===== config.mk =====
export PLATFORM = sky130hd
export DESIGN_NAME = lgd_front
export DESIGN_NICKNAME = d
export VERILOG_FILES = /design/src/rtl/core/lgd_pkg.sv /design/src/rtl/core/lgd_front.sv
export SDC_FILE = /design/constraint.sdc
export NUM_CORES = 1
export LEC_CHECK = 0
export BUFFER_PORTS_ARGS = -buffer_cell sky130_fd_sc_hd__clkbuf_2
export CAP_MARGIN = 30
export CORE_ASPECT_RATIO = 1.75
export CORE_UTILIZATION = 58
export CTS_BUF_LIST = sky130_fd_sc_hd__clkbuf_4
export DETAILED_ROUTE_END_ITERATION = 10
export GPL_ROUTABILITY_DRIVEN = 0
export GPL_TIMING_DRIVEN = 0
export PLACE_DENSITY = 0.92
export SETUP_SLACK_MARGIN = 0.05
export SLEW_MARGIN = 20
export SYNTH_ARGS = -nofsm -noshare
export SYNTH_HDL_FRONTEND = slang
export SYNTH_SLANG_ARGS = --single-unit

===== constraint.sdc =====
create_clock -name clk -period 7.55 [get_ports clk]
set_input_delay 0.755 -clock clk [delete_from_list [all_inputs] [get_ports clk]]
set_output_delay 0.755 -clock clk [all_outputs]
set_load 0.05 [all_outputs]

===== src/rtl/core/lgd_pkg.sv =====
// Shared types and constants of the fixed-point linear regression trainer.
`default_nettype none
package lgd_pkg;

  localparam int DEF_MAX_FEATURES = 32;
  localparam int DEF_LABEL_SHIFT  = 12;
  localparam int DEF_GRAD_SHIFT   = 8;

  localparam int FC_W   = 6;
  localparam int CNT_W  = 24;
  localparam int RATE_W = 24;
  localparam int CFG_W  = 24;
  localparam int CFG_ADDR_W = 2;

  localparam logic [CFG_ADDR_W-1:0] REG_FEATURE_COUNT = 2'd0;
  localparam logic [CFG_ADDR_W-1:0] REG_SAMPLE_COUNT  = 2'd1;
  localparam logic [CFG_ADDR_W-1:0] REG_LEARN_RATE    = 2'd2;

  localparam logic [RATE_W-1:0] RATE_RESET = 24'd65536;

  // Dividend of the update is (|grad| * rate) >> 16: 64 + 24 - 16 bits.
  localparam int DVD_W  = 72;
  localparam int QUOT_W = 41;
  localparam logic [QUOT_W:0] QCLAMP = 42'h100_0000_0000;

  localparam int IN_DATA_W  = 32;
  localparam int OUT_DATA_W = 40;

  typedef struct packed {
    logic               mode;
    logic signed [15:0] feature;
    logic signed [15:0] label;
    logic               epoch_end;
  } item_t;

  typedef struct packed {
    logic [FC_W-1:0]   feature_count;
    logic [CNT_W-1:0]  sample_count;
    logic [RATE_W-1:0] learn_rate;
  } cfg_t;

endpackage
`default_nettype wire


===== src/rtl/core/lgd_front.sv =====
// Front end: accepts input beats into a two-entry queue ahead of the engine.
`default_nettype none
module lgd_front (
  input  wire                                 clk,
  input  wire                                 rst_n,
  input  wire                                 in_tvalid,
  output logic                                in_tready,
  input  wire  [lgd_pkg::IN_DATA_W-1:0]       in_tdata,
  input  wire                                 in_tuser,
  input  wire                                 in_tlast,
  output logic                                item_valid,
  output lgd_pkg::item_t                      item,
  input  wire                                 item_pop
);
  import lgd_pkg::*;

  item_t       slot_r [2];
  logic        wr_ptr_r, rd_ptr_r;
  logic [1:0]  cnt_r;
  logic        push;
  logic        pop;
  item_t       new_item;

  assign in_tready  = (cnt_r != 2'd2);
  assign item_valid = (cnt_r != 2'd0);
  assign item       = slot_r[rd_ptr_r];
  assign push       = in_tvalid && in_tready;
  assign pop        = item_pop && item_valid;

  always_comb begin
    new_item.mode      = in_tuser;
    new_item.feature   = $signed(in_tdata[15:0]);
    new_item.label     = $signed(in_tdata[31:16]);
    new_item.epoch_end = in_tlast;
  end

  always_ff @(posedge clk) begin
    if (push) begin
      slot_r[wr_ptr_r] <= new_item;
    end
  end

  always_ff @(posedge clk) begin
    if (!rst_n) begin
      wr_ptr_r <= 1'b0;
      rd_ptr_r <= 1'b0;
      cnt_r    <= 2'd0;
    end else begin
      if (push) wr_ptr_r <= ~wr_ptr_r;
      if (pop)  rd_ptr_r <= ~rd_ptr_r;
      cnt_r <= cnt_r + {1'b0, push} - {1'b0, pop};
    end
  end

endmodule
`default_nettype wire


# == Yosys cells after proc, flatten, opt, wreduce, memory -nomap -nowiden ==
# Memories as Yosys holds them, arrays and structs flattened. A register that Yosys moved wholly into a read port is not among the register bits.
# Index checks and enable logic that the tools add are counted.
# word_totals
reg_bits,4
ramBits,68
input_bits,38
output_inout_bits,36
memories,1
# mem_list
name,words,width,read_ports,rd_ports_with_merged_regs,wr,line_no,rtl
slot_r,2,34,1,1,1,lgd_front.sv:17,item_t slot_r [2];
# op_classes
n_addsub,2
n_eq_ne,1
mux,4
bitwise,2
reduce_logical,3
# ops
op,n
1-bit two-way mux,4
2-bit by 1-bit adder with 2-bit output,1
1-bit logical AND,2
2-bit inequality test (second input constant),1
1-bit inverter,2
2-bit nonzero test,1
2-bit by 1-bit subtractor with 2-bit output,1

# == Depth between registers and ports, before layout ==
# Gate-level depths: netlist of the first run.
# logic_depth
depth_word,4
mapped_depth,8
ltp_nobuf,8

# == Least setup slack after synthesis of the first run ==
# OpenSTA, ideal clock, no wires.
# synth_timing
kind,reg2reg
startpoint,register cnt_r[0]
endpoint,"memory slot_r[0][0] (netlist bit), enable pin"
arrival_time_ns,2.468
path_slack_ns,4.657
path_stages_with_launch,4
cell_sequence,dfxtp_1 -> nand2b_1 -> nand2_1 -> nor2_1
# synth_between
elab_chain_cells,4
# synth_rtl
element,line_no,rtl
"start, declared",lgd_front.sv:19,logic [1:0] cnt_r;
"start signal, assigned",lgd_front.sv:51,"cnt_r <= cnt_r + {1'b0, push} - {1'b0, pop};"
2-bit inequality test,lgd_front.sv:24,assign in_tready = (cnt_r != 2'd2);
via in_tready,lgd_front.sv:7,"output logic in_tready,"
1-bit logical AND,lgd_front.sv:27,assign push = in_tvalid && in_tready;
1-bit two-way mux,lgd_front.sv:38,if (push) begin
1-bit two-way mux (implied by the code),lgd_front.sv:39,slot_r[wr_ptr_r] <= new_item;
"end, declared",lgd_front.sv:17,
# The timed path passes the listed nets, and every way through them passes these cells.

==> summary.md, run 1 <==
The flow ran to the end, and the final reports show no timing, DRC or antenna violations. The logs give 0 for the DRC violations left and 423 MHz for the timing-limited maximum frequency. Main combinational cell family by area after synthesis: multiplexers.

The die boundary height was 94.6 um. The total CTS buffers came out at 9. Dividing the detail-routed via count by the number of cells gives 5.12.

The class of the most critical setup path was reg -> out. The share of synthesized cell area in full adder, half adder and majority cells works out to 0.00880. The total die area is 5200 um^2. For this run, the leading register cell type out of synthesis is sky130_fd_sc_hd__edfxtp_1. At the later pin of the worst-skew pair, clock insertion delay measures 0.40 ns. The number of nets at the end of the flow was 256. Between clock sinks in the finished design, the worst skew comes to 0.0107 ns.

Synthesis inferred 73 register bits. STA puts the critical path data required time at 6.80 ns. The floorplan step set the die width to 54.9 um.

Summing over every cut layer, the via total after detailed routing is 1,397. The global-route total usage across every layer came out at 0.194. The area growth from synthesis to layout is 23.0%.

Proportion of netlist area held by the largest area contributor: 0.718. For this design the total switching power over the nets is 0.483 mW. The cell area after synthesis was 2840 um^2; the detailed-placement wirelength estimate was 3.18 mm.

In this run the power density over the cells is 376 nW/um^2. The critical path startpoint category was a flop. The clock passes through at most 2 buffers.

By count the netlist is led by sky130_fd_sc_hd__edfxtp_1 (68), sky130_fd_sc_hd__mux2_4 (30), sky130_fd_sc_hd__dfxtp_1 (5). The shortest period the worst path allows is 2.37 ns. After synthesis, the cell types taking the most area are sky130_fd_sc_hd__edfxtp_1 (72%), sky130_fd_sc_hd__mux2_4 (16%), sky130_fd_sc_hd__dfxtp_1 (3.5%).

The largest total area in the synthesized netlist belongs to sky130_fd_sc_hd__edfxtp_1. The detailed-router iteration count before antenna repair is 4, and the leakage power is 1.41 nW. The proportion of synthesized flip-flops having asynchronous set or reset is 0.

The number of input and output port buffers inserted is 73. The data arrival at the endpoint of the critical path was 1.61 ns; the clock sink count was 73. The internal cell power is 0.831 mW. 74 I/O pins were placed.

Root buffer cell: sky130_fd_sc_hd__clkbuf_4. The portion of the clock cycle consumed by the worst path in the final layout was 0.313. Total of max-cap violations: 0. Post-CTS timing repair inserted 0 buffers for setup.

The fraction of the mapped netlist area in compound gates was 0.00308; the number of antenna violations at the first check in global routing was 0. The relative max-transition margin came out at 0.670. Kind of path behind the tightest hold check: in -> reg.

Yosys instantiated no cell more often than sky130_fd_sc_hd__edfxtp_1. The xor/xnor cell area share of the yosys netlist is 0.00924, and the clock slew seen by the registers of the worst setup and hold paths is 0.11 ns. The synthesized netlist contains 18 unique library cells. The power share of the combinational group is 0.399.

The total core area was 4710 um^2; the routed wire length was 4.41 mm. The area share of and/or/nand/nor cells after synthesis is 0.0216, and the first-pass GRT wire length is 6.58 mm. The floorplan has 33 rows. The logs give 0 for the number of max-slew violations in the final report and 22 for the maximum number of pins on one net before global-route repair. The tools report the number of cells produced by synthesis as 130. TritonCTS built the clock tree. The register area share after synthesis was 0.753; the total inserted antenna cells was 0.

The routed length per placed instance works out to 16.1 um. Worst-margin pin slew: 0.494 ns. The highest ir drop seen on vdd is 0.274 mV, and the number of filler cells placed in the layout is 305. The initial core utilization is 0.604. The run gives 0 as the remaining number of nets flagged by the antenna check after routing. After clock tree synthesis, the repair step resized 0 gates.

During synthesis, Yosys emitted a total of 0 warnings. Setup violations remaining at the end of the flow were counted as 0. The logs give 0.402 for the power share of the sequential group and 0 for the final number of hold-violating endpoints. The count of routing violations after the opening detailed-route iteration was 40. The average cell area after synthesis was 21.9 um^2; the final cell utilization of the core was 0.743. The fraction of power spent switching nets is 0.368. For the via count of the first global-routing pass, the log shows 1,397. The part of the power in the clock network was 0.200; the multiplexer fraction of the synthesized cell area was 0.178. Summed over all failing endpoints, the final setup total negative slack is 0 ns.

The number of synthesized flops with an enable pin is 68, and the total nets after synthesis is 170. After clock tree synthesis, the flow added hold-fix buffers numbering 0. Setup repair after global routing left no endpoint under its margin. STA classifies the critical path endpoint as an output pin. Of all nets on the critical path, the largest fanout is 10. For this run the aggregate overflow at the end of global routing stands at 0. The share of layout cells above drive strength 1 works out to 0.597. The number of H-tree levels was 3.
cells in the final DEF (no fill, tap or decap):
cell type	count
sky130_fd_sc_hd__nor2b_1	2
sky130_fd_sc_hd__nor2_4	1
sky130_fd_sc_hd__xnor2_1	3
sky130_fd_sc_hd__ha_1	2
sky130_fd_sc_hd__buf_12	3
sky130_fd_sc_hd__mux2_4	30
sky130_fd_sc_hd__and2_1	2
sky130_fd_sc_hd__mux2_2	4
sky130_fd_sc_hd__clkinv_1	1
sky130_fd_sc_hd__bufinv_16	2
sky130_fd_sc_hd__mux2i_1	1
sky130_fd_sc_hd__or2_2	1
sky130_fd_sc_hd__buf_6	1
sky130_fd_sc_hd__inv_1	1
sky130_fd_sc_hd__and3_2	1
sky130_fd_sc_hd__nand2_1	2
sky130_fd_sc_hd__clkinv_2	1
sky130_fd_sc_hd__clkbuf_4	10
sky130_fd_sc_hd__edfxtp_1	68
sky130_fd_sc_hd__nand2b_1	2
sky130_fd_sc_hd__o21a_2	1
sky130_fd_sc_hd__buf_16	2
sky130_fd_sc_hd__clkinvlp_4	2
sky130_fd_sc_hd__dfxtp_1	5
sky130_fd_sc_hd__clkbuf_2	73
critical path, stage by stage, from the launching register on:
cell and delay [ns]:
sky130_fd_sc_hd__dfxtp_1 0.35, sky130_fd_sc_hd__buf_6 0.16, sky130_fd_sc_hd__buf_12 0.15, sky130_fd_sc_hd__mux2_4 0.31, sky130_fd_sc_hd__clkbuf_2 0.24
layer usage:
layer,track usage,share of wire,wire (um),vias to the layer above
met5,0,0,0,-
met4,0.129,0.033,145,0
met3,0.0773,0.061,269,12
met2,0.303,0.56,2480,52
met1,0.206,0.34,1510,661
li1,-,-,-,672
final timing paths:
check | from | cells past startpoint | endpoint | slack [ns]
worst min-delay path | in_tdata[1] | 1 | slot_r[1][18]$_DFFE_PP_ | 0.53
worst max-delay path | flop | 4 | item[15] | 5.18
worst min register to register | rd_ptr_r$_SDFFE_PN0P_ | 2 | rd_ptr_r$_SDFFE_PN0P_ | 0.56
worst max register to register | cnt_r[0]$_SDFF_PN0_ | 8 | cnt_r[1]$_SDFF_PN0_ | 5.78
area by class of cell:
class	count	area, um^2	share of cell area
clock buffer	10	75.1	0.0215
sequential	73	2140	0.613
clock inverter	6	83.8	0.0240
buffer	4	71.3	0.0204
multi-input combinational	52	636	0.182
timing repair buffer	75	420	0.120
tap	52	65.1	0.0186
inverter	1	3.75	0.00107
metrics by stage:
step | std cells | total power [mW] | setup WS [ns] | cell area [um^2] | hold WS [ns]
CTS | 273 | 1.33 | 5.14 | 3500 | 0.504
global route | 273 | 1.37 | 5.11 | 3500 | 0.504
detailed placement | 257 | 1.07 | 5.54 | 3340 | 0.528
finish | 273 | 1.31 | 5.18 | 3500 | 0.533
floorplan | 130 | 0.957 | 4.66 | 2840 | 0.455
global placement | 255 | 1.04 | 4.04 | 3270 | 0.469
registers in the layout, summed over array words and instances, names as in the netlist, named ones only:
register	flops
slot_r	68
wr_ptr_r	1
rd_ptr_r	1
cnt_r	2
cell families after synthesis:
logic type               Yosys count
flip-flops                        73
multiplexers                      35
AND/OR/NAND/NOR                   11
buffers and inverters              5
XOR/XNOR                           3
adder cells (fa/ha/maj)            2
AO/OA/AOI/OAI                      1
power by group through the flow:
stage	clock network, mW	registers [mW]	logic [mW]
after global placement	0	0.535	0.505
after CTS	0.269	0.529	0.529
after detailed placement	0	0.538	0.528
final	0.263	0.528	0.524
after global routing	0.282	0.533	0.554
after floorplan	0	0.532	0.425
No activity file was read; power rests on OpenSTA's default activity.
==> run 2, diff against run 1 <==
--- a/config.mk
+++ b/config.mk
@@ -5,15 +5,16 @@
 export SDC_FILE = /design/constraint.sdc
 export NUM_CORES = 1
 export LEC_CHECK = 0
+export ABC_AREA = 1
 export BUFFER_PORTS_ARGS = -buffer_cell sky130_fd_sc_hd__clkbuf_2
 export CAP_MARGIN = 30
 export CORE_ASPECT_RATIO = 1.75
-export CORE_UTILIZATION = 58
+export CORE_UTILIZATION = 54
 export CTS_BUF_LIST = sky130_fd_sc_hd__clkbuf_4
 export DETAILED_ROUTE_END_ITERATION = 10
 export GPL_ROUTABILITY_DRIVEN = 0
 export GPL_TIMING_DRIVEN = 0
-export PLACE_DENSITY = 0.92
+export PLACE_DENSITY = 0.87
 export SETUP_SLACK_MARGIN = 0.05
 export SLEW_MARGIN = 20
 export SYNTH_ARGS = -nofsm -noshare
==> constraint.sdc (replaced) <==
create_clock -name clk -period 2.19 [get_ports clk]
set_input_delay 0.219 -clock clk [delete_from_list [all_inputs] [get_ports clk]]
set_output_delay 0.219 -clock clk [all_outputs]
set_load 0.05 [all_outputs]
==> run 2 against run 1 <==
The run now ends with design-rule violations left; sequential share of layout area down 4.9 points; design area increased by 8.7%; via count grew 16%; setup slack lost 4.8 ns; wire length is 12% higher; non-clock buffer count increased by 33; power rose to 3.4 times the previous value; synthesized cell count grew 9.2%; first-iteration DRC count up 18%.
==> summary.md, run 2 <==
The worst setup path is captured at an output pin. The number of antenna diodes in the final layout is 0. Among all cell types in the netlist, the one instantiated most often is sky130_fd_sc_hd__edfxtp_1. The mapped netlist covers 2850 um^2.

In this run, synthesis produced a sequential element count of 73. Critical path startpoint category: a flop. Max-cap violations in this run came to 0.

Adding up every negative setup slack in the final design gives 0 ns. The share of synthesized cell area in full adder, half adder and majority cells came out at 0.00878. The critical path goes through buf_6, buf_12, mux2_4, clkbuf_2. The area share of and/or/nand/nor cells after synthesis works out to 0.0277.

Detailed-placement wirelength estimate: 2.91 mm. For this block, the initial DRC count from the detailed router was 47. Measured in cells, the most critical reg-to-reg path has a length of 10. The synthesized netlist contains 12 unique library cells.

The largest registers in the layout are slot_r x68, cnt_r x2. Leaving out fill and tap cells, the most frequent cells in the layout are sky130_fd_sc_hd__clkbuf_2 (73), sky130_fd_sc_hd__edfxtp_1 (68), sky130_fd_sc_hd__dlygate4sd3_1 (34). The share of layout cells above drive strength 1 is 0.489, and the total die area is 5580 um^2. The proportion of netlist area held by the largest area contributor was 0.717; the total CTS buffers was 9. Of all nets on the critical path, the largest fanout is 10. The growth of design area from synthesis to finish works out to 33.4%. The top register by number of flip-flops was slot_r.

The multiplexer fraction of the synthesized cell area is 0.174. From left edge to right edge, the die measures 56.9 um. The register area share after synthesis is 0.752. Counting the fill cells in the layout gives 319.

The number of nets handed over by synthesis was 182. The routed length per placed instance came out at 15.4 um. After layout, the worst setup slack is 0.361 ns. In the routed layout, each cell is associated on average with a via count of 5.07. Power comes to 4.47 mW. The routed wire length came out at 4.94 mm.

The run gives 0 as the number of antenna violations at the first check in global routing. Final number of hold-violating endpoints: 0. The fraction of the mapped netlist area in compound gates is 0.00351, and the portion of the clock cycle consumed by the worst path in the final layout is 0.835. Main combinational cell family by area after synthesis: multiplexers.

For this run, the slowest stage of the critical path takes 0.34 ns. In the post-synthesis netlist, the biggest area contributors are sky130_fd_sc_hd__edfxtp_1 (72%), sky130_fd_sc_hd__mux2_4 (16%), sky130_fd_sc_hd__dfxtp_1 (3.5%). Entering global routing, the biggest net connects 35 pins. Root buffer cell: sky130_fd_sc_hd__clkbuf_4.

For this run, design rule violations remaining after detail routing come to 6. After routing the design area is 3800 um^2. The class of the most critical setup path is reg -> out. The proportion of synthesized flip-flops having asynchronous set or reset is 0.

The relative max-transition margin came out at 0.499. The capturing point of the worst reg2reg path is cnt_r[1]$_SDFF_PN0_. Number of flip-flops in the largest register: 68. STA puts the critical path data required time at 1.97 ns.

The library cell used most frequently in the layout, excluding fill and tap cells, is sky130_fd_sc_hd__clkbuf_2. For the setup slack of the most critical reg-to-reg path, the log shows 0.54 ns. Ranked by instance count, the synthesized netlist is headed by sky130_fd_sc_hd__edfxtp_1 (68), sky130_fd_sc_hd__mux2_4 (30), sky130_fd_sc_hd__nand2_1 (9).

The run gives 320 as the number of non-filler instances in the completed layout. Counting along the longest clock path gives a buffer depth of 2. The initial core utilization is 0.568. Insertion delay of the later-clocked pin in the worst-skew pair: 0.42 ns.

The worst hold path belongs to the class in -> reg. The tools report the highest ir drop seen on vdd as 1.20 mV. The floorplan step defined a core boundary enclosing 5020 um^2. The run finished, with violations left.

At the pin with the least slew margin, the transition time is 0.751 ns. For the post-placement cell count, the log shows 269. The tools report the startpoint of the most critical register-to-register path as cnt_r[0]$_SDFF_PN0_. Number of input and output port buffers inserted: 73. Capturing element of the worst setup path: item[9]. The xor/xnor cell area share of the yosys netlist works out to 0. The worst clock skew on the final layout is 0.0159 ns. The Yosys step of the flow raised 0 warnings. For this design the ratio of total power to cell area is 1180 nW/um^2.

Setup repair after global routing left no endpoint under its margin. The checks that failed: design-rule violations. The average cell area after synthesis was 20.1 um^2; the die boundary height was 98.1 um. The number of max-slew violations in the final report came out at 0. The via count of the first global-routing pass is 1,757, and the shortest period the worst path allows is 1.83 ns. After clock tree synthesis, the clock-pin slew on the worst setup and hold paths is 0.11 ns.

The count of nets left with antenna violations once routing finished came out at 0. Detailed routing inserted a total of 1,622 vias. On the critical path, the stage with the largest delay is an instance of sky130_fd_sc_hd__dfxtp_1.

The initialized floorplan defines 34 standard-cell rows. The tools report the first-pass GRT wire length as 7.52 mm. Synthesis produced a netlist whose cell count is 142.

The number of primary I/O pins came out at 74. For this design, the sink count on the clock tree is 73. TritonCTS built the clock tree. Leakage power: 1.57 nW. For this run the aggregate overflow at the end of global routing stands at 0. The data arrival at the endpoint of the critical path is 1.61 ns, and the timing-limited maximum frequency is 547 MHz.

The run gives 0 as the final setup violation count. CTS built an H-tree with a depth of 3. Before CTS, the worst setup slack after placement is 0.401 ns.

The global-route total usage across every layer is 0.191. The first TritonRoute pass finished after 7 iterations. For this run, the post-layout net count is 301. The most used flip-flop cell after synthesis is sky130_fd_sc_hd__edfxtp_1. The number of synthesized flops with an enable pin is 68. The largest total area in the synthesized netlist belongs to sky130_fd_sc_hd__edfxtp_1. The placed instances occupy a cell area of 3290 um^2.
-- run 2: cell types whose count changed after synthesis, moves of 2 or more --
cell,previous run,this run
sky130_fd_sc_hd__nand2_1,2,9
sky130_fd_sc_hd__and2_1,2,0
sky130_fd_sc_hd__nor2b_1,2,0
sky130_fd_sc_hd__nor2_1,1,8
sky130_fd_sc_hd__inv_1,1,7
sky130_fd_sc_hd__nand3_1,0,3
sky130_fd_sc_hd__a21oi_1,0,2
sky130_fd_sc_hd__xnor2_1,3,0
sky130_fd_sc_hd__nand2b_1,2,0
-- run 2: logic make-up (layout without fill, tap and decap cells) --
logic type               count (synthesis)  in the layout
AO/OA/AOI/OAI                            2              2
adder cells (fa/ha/maj)                  2              2
buffers and inverters                   11            135
flip-flops                              73             73
multiplexers                            34             34
AND/OR/NAND/NOR                         20             20
-- run 2: worst max-delay path, delay by kind of cell, from the launching register on --
family	cells	cell delay (ns)
buf+inv	3	0.54
flops	1	0.34
mux	1	0.31
-- run 2: worst min path at each step --
stage                            start                     end  slack (ns)  cells after the start
after floorplan                  rst_n     cnt_r[0]$_SDFF_PN0_        0.31                      2
after global placement    in_tdata[17]  slot_r[1][2]$_DFFE_PP_        0.41                      1
after detailed placement  in_tdata[18]  slot_r[0][3]$_DFFE_PP_        0.41                      1
after CTS                        rst_n     cnt_r[0]$_SDFF_PN0_        0.02                      3
after global routing             rst_n     cnt_r[0]$_SDFF_PN0_        0.02                      3
final                            rst_n     cnt_r[0]$_SDFF_PN0_        0.05                      3
-- run 2: power by group --
part	switching (mW)	internal, mW
logic	1.19	0.627
registers	0.0672	1.77
clock network	0.457	0.364
-- run 2: area by class of cell --
type,count,area (um^2),area share
buffer,4,71.3,0.0188
clock buffer,10,75.1,0.0197
clock inverter,6,68.8,0.0181
inverter,7,26.3,0.00691
multi-input combinational,58,617,0.162
sequential,73,2140,0.564
tap,54,67.6,0.0178
timing repair buffer,108,733,0.193
-- run 2: metrics by stage --
step,hold WS [ns],utilization
3_5_place_dp,0.412,0.655
6_report,0.0492,0.757
3_3_place_gp,0.408,0.655
5_1_grt,0.0182,0.757
4_1_cts,0.0199,0.752
2_1_floorplan,0.312,-
-- run 2: routing by layer --
| metal | share of wire | wire length (um) | track usage |
|---|---|---|---|
| met5 | 0 | 0 | 0 |
| met1 | 0.35 | 1700 | 0.180 |
| met4 | 0.028 | 140 | 0.103 |
| met3 | 0.042 | 206 | 0.0702 |
| met2 | 0.58 | 2890 | 0.346 |
-- run 2: repair_timing --
item                      4_1_cts  5_1_grt
hold buffers                   34        0
resized for setup               0        0
hold endpoints to repair       68        0
setup buffers                   0        0
==> run 3, diff against run 2 <==
==> constraint.sdc (replaced) <==
create_clock -name clk -period 1.74 [get_ports clk]
set_input_delay 0.174 -clock clk [delete_from_list [all_inputs] [get_ports clk]]
set_output_delay 0.174 -clock clk [all_outputs]
set_load 0.05 [all_outputs]
==> run 3 against run 2 <==
Setup slack got worse by 0.34 ns; worst hold slack improved by 0.016 ns; sequential power rose by 28%; global-route usage rose by 4.3 points; register-to-register slack got worse by 0.36 ns; sequential share of layout area fell by 5.7 points; design area rose by 11%; the flow still finishes with violations (design-rule violations); flip-flop and latch count did not move; clock-buffer cell count rose by 1; via count rose by 4.9%.
==> summary.md, run 3 (same netlist as run 2, synthesis figures left out) <==
The aggregate global routing overflow was 0. The analysis attributes to cell leakage a power of 1.71 nW. The startpoint of the most critical register-to-register path was cnt_r[0]$_SDFF_PN0_.

The critical path goes through buf_12, clkbuf_16, mux2_4, buf_8. On the worst path, the slowest cell contributes a delay of 0.38 ns. The final reports fail on design-rule violations. The run gives 5580 um^2 as the total die area.

Max-cap violations in this run came to 0. For the final setup violation count, the log shows 0. The run finished, with violations left. The routed length per placed instance is 19.7 um.

At the worst endpoint, the required time is 1.57 ns. For the worst clock skew on the final layout, the log shows 0.0176 ns. The pre-antenna-repair detailed-routing pass consisted of 7 iterations. The number of placed instances, taps included, is 269. The shortest period the worst path allows is 1.72 ns, and the detailed-placement wirelength estimate is 3.16 mm. The clock slew seen by the registers of the worst setup and hold paths was 0.11 ns. TritonCTS built the clock tree.

Hold path startpoint: in_tvalid. The largest individual stage delay along the critical path comes from the cell sky130_fd_sc_hd__dfxtp_4. The relative max-transition margin is 0.632. The root buffer cell chosen for the clock tree is sky130_fd_sc_hd__clkbuf_4.

The final number of hold-violating endpoints is 0. The top register by number of flip-flops was slot_r. The first routing iteration left 68 violations. The final cell utilization of the core is 0.844, and the number of filler cells placed in the layout is 238. The run gives 0.235 as the global-route total usage across every layer. In this run the critical register-to-register path is captured at slot_r[1][29]$_DFFE_PP_. Data arrives at the worst endpoint at 1.55 ns. The tools report the via count of the first global-routing pass as 1,812. For flop-to-flop paths, the worst setup slack is 0.18 ns.

The total inserted antenna cells was 0; the maximum fanout along the worst path was 5. The share of layout cells above drive strength 1 works out to 0.500. The register with the most flip-flops in the layout has 68 of them. Counting instances, the worst hold path has a depth of 3. The run gives 73 as the clock sink count.

The logs give 14 for the DRC violations left and 307 for the number of nets at the end of the flow. Total number of vias: 1,702. The power density over the cells was 1500 nW/um^2; the initial core utilization was 0.568.

The number of antenna violations at the first check in global routing is 0. The portion of the clock cycle consumed by the worst path in the final layout was 0.988. The critical path in this run is classified as reg -> out. Broken down by cell family, the worst path's largest delay share belongs to buffers and inverters. The first-pass GRT wire length is 9.18 mm. Buffers placed on the I/O ports in this run total 73. The sum of buffers and inverters on the critical path was 3. STA classifies the critical path endpoint as an output pin. The tools report the number of max-slew violations in the final report as 0. Leaving out fill and tap cells, the most frequent cells in the layout are sky130_fd_sc_hd__edfxtp_1 (68), sky130_fd_sc_hd__clkbuf_2 (39), sky130_fd_sc_hd__dlygate4sd3_1 (35). The via count normalized by instance count was 5.22; the insertion delay of the later-clocked pin in the worst-skew pair was 0.41 ns. For the pin with the worst max-slew slack, the measured transition is 0.550 ns. The kind of path behind the tightest hold check is in -> reg. The total power consumption of the routed design is 6.37 mW. CTS built an H-tree with a depth of 3.

STA classifies the critical path startpoint as a flop. Measured in cells, the most critical reg-to-reg path has a length of 4. For hold timing, the worst endpoint is wr_ptr_r$_SDFFE_PN0N_.

The run gives 2150 um^2 as the register cell area after layout. For the total CTS buffers, the log shows 9. The core region is 5020 um^2. Across all hold checks on the routed design, the worst slack comes to 0.0657 ns. The growth of design area from synthesis to finish is 48.7%, and the summed negative setup slack over all endpoints is 0 ns.

The number of non-filler instances in the completed layout was 326; the count of buffers added by post-CTS timing repair for setup was 0. Setup repair after global routing could not meet its margin everywhere. Row generation in the floorplan step produced 34 rows. For this design the top-level I/O count stands at 74. The maximum buffer depth of the clock tree came out at 2.

Summing all multi-input logic gate instances after layout gives 638 um^2. From left edge to right edge, the die measures 56.9 um. In this run the remaining antenna-violating nets after routing total 0. The die is 98.1 um tall. The largest registers in the layout are slot_r x68, cnt_r x2.

Entering global routing, the biggest net connects 18 pins. The timing-limited maximum frequency came out at 581 MHz. Leading cell type in the layout, fill and taps excluded: sky130_fd_sc_hd__edfxtp_1. Routed wire length: 6.42 mm. The tools report the highest ir drop seen on vdd as 0.975 mV.
[run 3: changes by cell type in the layout (fill, tap and decap cells not counted), moves of 3 or more]
| cell | delta |
|---|---|
| sky130_fd_sc_hd__buf_8 | +30 |
| sky130_fd_sc_hd__clkbuf_16 | +4 |
| sky130_fd_sc_hd__clkbuf_2 | -34 |
| sky130_fd_sc_hd__clkinv_4 | -3 |
[run 3: tightest hold or removal path, stage by stage]
cell and delay, ns:
sky130_fd_sc_hd__clkbuf_2 0.11, sky130_fd_sc_hd__a21oi_1 0.07, sky130_fd_sc_hd__nor2_1 0.09
[run 3: timing repair]
action,4_1_cts,5_1_grt
endpoints found under the setup margin,98,35
gates cloned,2,4
gates resized for setup,62,50
hold buffers,35,0
endpoints found under the hold margin,69,0
[run 3: report_power, final]
group / internal, mW / switching [mW] / leakage [nW]
Combinational: 1.35 / 1.67 / 0.960
Clock: 0.458 / 0.547 / 0.0757
Sequential: 2.23 / 0.111 / 0.677
[run 3: per-stage QoR]
stage / setup slack, ns / area, um^2
finish: 0.0202 / 4240
global route: -0.0312 / 4240
CTS: 0.0104 / 4060
detailed placement: -0.0632 / 3300
global placement: -0.0229 / 3300
floorplan: 0.0915 / 2870
[run 3: cell type report]
cell class	instances	area share
Buffer	4	0.0189
Multi-Input combinational cell	59	0.151
Clock buffer	11	0.0195
Timing Repair inverter	1	0.00177
Timing Repair Buffer	112	0.268
Sequential cell	73	0.506
Clock inverter	5	0.0112
Inverter	7	0.00709
Tap cell	54	0.0159
[run 3: worst max-delay path by stage]
stage / cells past startpoint / endpoint / startpoint
6_report: 4 / item[22] / flop
5_1_grt: 4 / item[22] / flop
4_1_cts: 4 / item[31] / flop
3_5_place_dp: 4 / slot_r[1][28]$_DFFE_PP_ / cnt_r[0]$_SDFF_PN0_
3_3_place_gp: 4 / slot_r[0][28]$_DFFE_PP_ / cnt_r[0]$_SDFF_PN0_
2_1_floorplan: 4 / slot_r[0][0]$_DFFE_PP_ / cnt_r[0]$_SDFF_PN0_
[run 3: routing by layer]
layer | GRT usage | part of all wire | up-vias
li1 | - | - | 794
met1 | 0.233 | 0.32 | 829
met2 | 0.434 | 0.60 | 57
met3 | 0.0318 | 0.046 | 22
met4 | 0.159 | 0.039 | 0
met5 | 0 | 0 | -
